[src/tbb_pkg.sv]
`default_nettype none
package tbb_pkg;

	localparam int AxisW      = 2;
	localparam int CoordW     = 32;
	localparam int CoefW      = 16;
	localparam int ScaleW     = 16;
	localparam int ScaleShift = 8;
	localparam int CoefShift  = 14;
	localparam int NumAxes    = 3;
	localparam int NumBounds  = 2 * NumAxes;

	localparam int ProdW = CoordW + ScaleW + 1;
	localparam int SatW  = ProdW - ScaleShift;
	localparam int MulW  = CoefW + CoordW;
	localparam int TermW = MulW - CoefShift;
	localparam int SumW  = TermW + 2;

	typedef struct packed {
		logic [AxisW-1:0]                  axis;
		logic [NumAxes-1:0][CoefW-1:0]     coef;
		logic [CoordW-1:0]                 offset;
		logic [ScaleW-1:0]                 scale;
		logic [NumBounds-1:0][CoordW-1:0]  bnd;
	} item_t;

	typedef struct packed {
		logic [AxisW-1:0]                  axis;
		logic [NumAxes-1:0][CoefW-1:0]     coef;
		logic [CoordW-1:0]                 offset;
		logic [NumBounds-1:0][CoordW-1:0]  scl;
		logic                              clip;
	} scaled_t;

	typedef struct packed {
		logic [AxisW-1:0]                  axis;
		logic [CoordW-1:0]                 offset;
		logic [NumAxes-1:0][TermW-1:0]     lo;
		logic [NumAxes-1:0][TermW-1:0]     hi;
		logic                              clip;
	} ext_t;

	typedef struct packed {
		logic              clip;
		logic [CoordW-1:0] val;
	} sat_t;

	function automatic sat_t sat32(input logic [SatW-1:0] v);
		sat_t r;
		logic hi_any;
		logic hi_all;
		hi_any = |v[SatW-2:CoordW-1];
		hi_all = &v[SatW-2:CoordW-1];
		r.clip = 1'b0;
		r.val  = v[CoordW-1:0];
		if (!v[SatW-1] && hi_any) begin
			r.clip = 1'b1;
			r.val  = {1'b0, {(CoordW-1){1'b1}}};
		end else if (v[SatW-1] && !hi_all) begin
			r.clip = 1'b1;
			r.val  = {1'b1, {(CoordW-1){1'b0}}};
		end
		return r;
	endfunction

endpackage
`default_nettype wire

[src/tbb_sum.sv]
`default_nettype none
module tbb_sum (
	input  logic                               clk,
	input  logic                               arst_n,
	input  logic                               in_valid,
	output logic                               in_ready,
	input  tbb_pkg::ext_t                      in_data,
	output logic                               out_valid,
	input  logic                               out_ready,
	output logic [tbb_pkg::AxisW-1:0]          axis_out,
	output logic signed [tbb_pkg::CoordW-1:0]  world_min,
	output logic signed [tbb_pkg::CoordW-1:0]  world_max,
	output logic                               clipped
);

	localparam int CoordW = tbb_pkg::CoordW;
	localparam int TermW  = tbb_pkg::TermW;
	localparam int SumW   = tbb_pkg::SumW;
	localparam int SatW   = tbb_pkg::SatW;

	logic                       v_s5, v_s6;
	logic                       en_s5, en_s6;
	logic [SumW-1:0]            lo_sum, hi_sum;
	logic [SumW-1:0]            lo_s5, hi_s5;
	logic [tbb_pkg::AxisW-1:0]  axis_s5, axis_s6;
	logic                       clip_s5, clip_s6;
	logic [CoordW-1:0]          min_s6, max_s6;
	tbb_pkg::sat_t              sat_lo, sat_hi;

	assign en_s6    = !v_s6 || out_ready;
	assign en_s5    = !v_s5 || en_s6;
	assign in_ready = en_s5;

	assign lo_sum = {{(SumW-CoordW){in_data.offset[CoordW-1]}}, in_data.offset}
		+ {{(SumW-TermW){in_data.lo[0][TermW-1]}}, in_data.lo[0]}
		+ {{(SumW-TermW){in_data.lo[1][TermW-1]}}, in_data.lo[1]}
		+ {{(SumW-TermW){in_data.lo[2][TermW-1]}}, in_data.lo[2]};
	assign hi_sum = {{(SumW-CoordW){in_data.offset[CoordW-1]}}, in_data.offset}
		+ {{(SumW-TermW){in_data.hi[0][TermW-1]}}, in_data.hi[0]}
		+ {{(SumW-TermW){in_data.hi[1][TermW-1]}}, in_data.hi[1]}
		+ {{(SumW-TermW){in_data.hi[2][TermW-1]}}, in_data.hi[2]};

	assign sat_lo = tbb_pkg::sat32({{(SatW-SumW){lo_s5[SumW-1]}}, lo_s5});
	assign sat_hi = tbb_pkg::sat32({{(SatW-SumW){hi_s5[SumW-1]}}, hi_s5});

	always_ff @(posedge clk or negedge arst_n) begin
		if (!arst_n) begin
			v_s5 <= 1'b0;
			v_s6 <= 1'b0;
		end else begin
			if (en_s5) v_s5 <= in_valid;
			if (en_s6) v_s6 <= v_s5;
		end
	end

	always_ff @(posedge clk) begin
		if (en_s5 && in_valid) begin
			lo_s5   <= lo_sum;
			hi_s5   <= hi_sum;
			axis_s5 <= in_data.axis;
			clip_s5 <= in_data.clip;
		end
		if (en_s6 && v_s5) begin
			min_s6  <= sat_lo.val;
			max_s6  <= sat_hi.val;
			axis_s6 <= axis_s5;
			clip_s6 <= clip_s5 | sat_lo.clip | sat_hi.clip;
		end
	end

	assign out_valid = v_s6;
	assign axis_out  = axis_s6;
	assign world_min = min_s6;
	assign world_max = max_s6;
	assign clipped   = clip_s6;

	a_min_le_max: assert property (@(posedge clk) disable iff (!arst_n)
		out_valid |-> (world_min <= world_max))
		else $error("world bounds out of order");

	a_stall_full: assert property (@(posedge clk) disable iff (!arst_n)
		!in_ready |-> (v_s5 && v_s6))
		else $error("sum stages stall with a free slot");

endmodule
`default_nettype wire

[config.mk]
export PLATFORM = sky130hd
export DESIGN_NAME = tbb_sum
export DESIGN_NICKNAME = d
export VERILOG_FILES = /design/src/tbb_pkg.sv /design/src/tbb_sum.sv
export SDC_FILE = /design/constraint.sdc
export NUM_CORES = 1
export LEC_CHECK = 0
export ABC_AREA = 1
export ABC_CLOCK_PERIOD_IN_PS = 8530
export BUFFER_PORTS_ARGS = -buffer_cell sky130_fd_sc_hd__buf_2
export CAP_MARGIN = 20
export CORE_UTILIZATION = 25
export CTS_CLUSTER_DIAMETER = 60
export CTS_CLUSTER_SIZE = 28
export DETAILED_ROUTE_END_ITERATION = 8
export PLACE_DENSITY_LB_ADDON = 0.05
export RECOVER_POWER = 100
export SLEW_MARGIN = 15
export SYNTH_ARGS = -nofsm -noshare
export SYNTH_HDL_FRONTEND = slang
export SYNTH_SLANG_ARGS = --single-unit
[constraint.sdc]
create_clock -name clk -period 8.53 [get_ports clk]
set_input_delay 1.2795 -clock clk [delete_from_list [all_inputs] [get_ports clk]]
set_output_delay 1.2795 -clock clk [all_outputs]
set_load 0.1 [all_outputs]
== Word level (Yosys, flattened, before mapping) ==
Cells that the tools add are included.

* Register bits: 144
* Input bits: 243

* Add/subtract/negate cells: 6
* Multiplexer cells: 4
* Bitwise operators: 2
* Reductions and logical operators: 18

{| class="wikitable"
|+ Operators with widths
! kind !! count
|-
| 33-bit 2-to-1 mux || 4
|-
| 35-bit by 34-bit adder with 36-bit output || 2
|-
| 36-bit adder || 2
|-
| 32-bit by 34-bit adder with 35-bit output || 2
|-
| 5-bit AND reduction || 2
|-
| 5-bit OR reduction || 2
|-
| 1-bit logical AND || 6
|-
| 1-bit zero test || 6
|-
| 1-bit logical OR || 2
|-
| 1-bit OR || 2
|}

== Logic depth before layout (Yosys ltp) ==
* Word-level depth: 7
* Gate-level depth with buffers: 18
* Depth with buffers taken out: 18

== Worst setup path after synthesis ==
Ideal clock, no wire load.

* Path kind: input port to flip-flop
* Start: in out_ready
* End: reg axis_s6, in the netlist axis_out[0], enable pin
* Arrival: 4.575 ns
* Setup slack: 3.442 ns
* Stages on the path: 2
* Buffers on the path: 0
* Cell sequence: inv_1 a21oi_1

* Longest elaborated chain between the ends: 2

{| class="wikitable"
|+ RTL lines
! item !! RTL line !! text
|-
| from (decl) || tbb_sum.sv:9 || <nowiki>input logic out_ready,</nowiki>
|-
| 1-bit logical OR || tbb_sum.sv:30 || <nowiki>assign en_s6 = !v_s6 || out_ready;</nowiki>
|-
| 1-bit logical AND || tbb_sum.sv:63 || <nowiki>if (en_s6 && v_s5) begin</nowiki>
|-
| to (signal assigned) || tbb_sum.sv:66 || <nowiki>axis_s6 <= axis_s5;</nowiki>
|-
| to (decl) || tbb_sum.sv:25 || <nowiki>logic [tbb_pkg::AxisW-1:0] axis_s5, axis_s6;</nowiki>
|}

No other way between the ends.
A chain may end at the register's enable or synchronous reset.

== Worst setup path after layout ==
* Start: in out_ready
* End: reg min_s6[2], in the netlist world_min[2], enable pin

* Longest elaborated chain between the ends: 2

{| class="wikitable"
|+ RTL lines
! item !! RTL line !! text
|-
| 1-bit logical OR || tbb_sum.sv:30 ||
|-
| 1-bit logical AND || tbb_sum.sv:63 ||
|-
| to (signal assigned) || tbb_sum.sv:64 || <nowiki>min_s6 <= sat_lo.val;</nowiki>
|-
| to (decl) || tbb_sum.sv:27 || <nowiki>logic [CoordW-1:0] min_s6, max_s6;</nowiki>
|}

No other way between the ends.

==> run summary <==
Status: finished with violations
Failing checks: capacitance limit, slew limit
Cell Rows: 85
Vias in the first global route: 12431
Placeable Area: 0.05413 sq mm
Hold WS: 0.4193 ns
Fmax: 0.2159 GHz
Setup repair bufs after CTS: 0
Number of buffers added on ports: 311
Syn_area_per_cell: 7.910 sq um
Worst slew margin: -184.8%
Clk_lat worst skew: 0.47 ns
Top FF cell, synth: edfxtp_1
Vias per cell: 4.093
Total wire length: 43.99 mm
Commonest cells in the synthesized netlist: 588 x inv_1, 362 x nand2_1, 142 x edfxtp_1, 138 x fa_1, 113 x nor2_1
CP startpoint kind: primary input
Synth unique cells: 26
Final Non-Filler Cells: 2778
Global-route wire length before repair: 68.34 mm
Worst-margin pin slew: 4.272 ns
Final hold violation count: 0
Synth area leaders: edfxtp_1 31%, fa_1 20%, inv_1 16%
DR vias: 11371
Final worst path period share: 54.30%
WL/cell: 15.84 um
ANT nets after route: 0
Synthesis warning total: 0
Power Total: 0.004675 W
Synthesized net count: 2196
Post_cts resized: 0
Crit Path Class: primary input to register
Post-synthesis register bit count: 144
Most frequent cell after synthesis: inv_1
Root buf cell: clkbuf_16
Pleak: 8.986 nW
Reg-to-reg setup timing slack: 4.38 ns
DR iter-0 viols: 369
Share of post-route cells with drive strength above 1: 13.42%
Synthesized area: 0.01380 sq mm
Detailed Place HPWL: 38.27 mm
Asr flop ratio synth: 1.389%
Area leader, netlist: edfxtp_1
Global placer's final weighted congestion: 0.8408
Max-slew violation count: 110
TritonRoute pass-1 iters: 5
WP data required: 8.50 ns
CTS Sinks: 144
Final min period: 4.632 ns
Power Dens Cells: 279.5 mW/mm^2
Final-stage net count: 2517
Synth top area share: 30.89%
TritonCTS clock tree: done
Number of flops mapped to enable cells by yosys: 142
Crit. End Element: register
CTS Buf Count: 17
CTS Buffer Depth: 2
Overflow left after global routing: 0
Area added between synthesis and finish: 21.18%
Initial antenna violation count: 3
CP Data Arrival Time: 4.60 ns
Clk pin slew, worst setup/hold paths: 0.06 ns
Final WS setup: 3.898 ns
Drt drc: 0
Final setup vio count: 0
Initial Util: 25.50%
Die Ht: 237.0 um
H-tree depth: 4
GRT Total Usage: 16.35%
Die area: 0.05616 sq mm
Hold buffer count at CTS: 0
Sequential share of the synthesized area: 31.25%
CP Max Fanout: 67
Gate Count Post-Synth: 1745
RSZ-0062 raised after global routing: no
Setup WS pre-CTS: 4.135 ns
I/O Pins: 312
Placed cells: 2743
Worst IR Drop VDD: 0.1573 mV
Die W: 237.0 um
Hold Crit Class: register to register
Max-cap violations: 3
Setup_tns: 0 ns
Clock Skews: 0.005569 ns
Largest net degree at the start of global routing: 68
[worst paths after layout]
| kind | cells past startpoint | start | endpoint |
|---|---|---|---|
| worst max-delay path | 4 | out_ready | world_min[2] |
| worst min-delay path | 0 | axis_s5[0] | axis_out[0] |
| worst max register to register | 2 | out_valid | world_min[2] |
| worst min register to register | 0 | axis_s5[0] | axis_out[0] |
| max in group asynchronous | 1 | arst_n | out_valid |
| min in group asynchronous | 1 | arst_n | v_s5 |
[metal layers]
| layer | global-route usage (%) | up-vias | share of wire [%] | wire [um] |
|---|---|---|---|---|
| met2 | 29.63 | 170 | 52 | 22930 |
| met5 | 0 | - | 0 | 0 |
| met3 | 2.448 | 46 | 2.7 | 1178 |
| met4 | 6.120 | 0 | 2.2 | 982 |
| met1 | 19.37 | 5344 | 43 | 18900 |
| li1 | - | 5811 | - | - |
[cell type report]
| cell class | count | area, sq um |
|---|---|---|
| diodes | 3 | 7.507 |
| clock buffers | 17 | 425.4 |
| clock inverters | 15 | 209.0 |
| fillers | 5944 | 37410 |
| inverters | 588 | 2208 |
| multi-input cells | 999 | 7202 |
| flip-flops and latches | 144 | 4314 |
| well taps | 696 | 870.8 |
| repair buffers | 316 | 1490 |
[sequential cells by signal, summed over array words and instances, names as in the netlist, 2 cells and up]
signal and flops:
hi_s5 36, world_max 32, world_min 32, axis_s5 2, axis_out 2, lo_s5 36
[cells by family (layout without fill, tap and decap cells)]
kind of cell             count (synthesis)  count (layout)  synth area share (%)
other                                    0               3                     0
buffers and inverters                  602             936                 16.38
adder cells (fa/ha/maj)                208             208                 26.36
flip-flops                             144             144                 31.25
AND/OR/NAND/NOR                        567             567                 16.62
XOR/XNOR                                36              36                 2.284
AO/OA/AOI/OAI                          188             188                 7.097
[metrics by stage]
stage               util [%]  cell area, sq um
finish                 30.90             16730
global route           30.90             16720
global placement       30.02             16250
CTS                    31.20             16890
detailed placement     30.02             16250
floorplan                  -             13800
[worst max-delay path, stage by stage]
cell and delay, ns:
buf_2 0.07, inv_1 0.07, a21oi_4 0.11, clkbuf_1 2.97
[placed cells by master (no fill, tap or decap), drive strengths merged, types with 6 or more instances in the layout]
| master | count |
|---|---|
| nand4 | 8 |
| nor3 | 17 |
| ha | 70 |
| clkbuf | 94 |
| nor2 | 115 |
| nand3 | 51 |
| buf | 239 |
| o21bai | 6 |
| xor2 | 32 |
| clkinvlp | 6 |
| o21ai | 102 |
| nand2 | 374 |
| a21oi | 75 |
| edfxtp | 142 |
| fa | 138 |
| inv | 590 |
[power by group]
group          internal [W]  switching [W]  leakage (nW)
combinational      0.000713        0.00193          7.32
sequential          0.00114      0.0000732          1.37
clock              0.000492       0.000328         0.294
(Power assumes the default switching activity.)
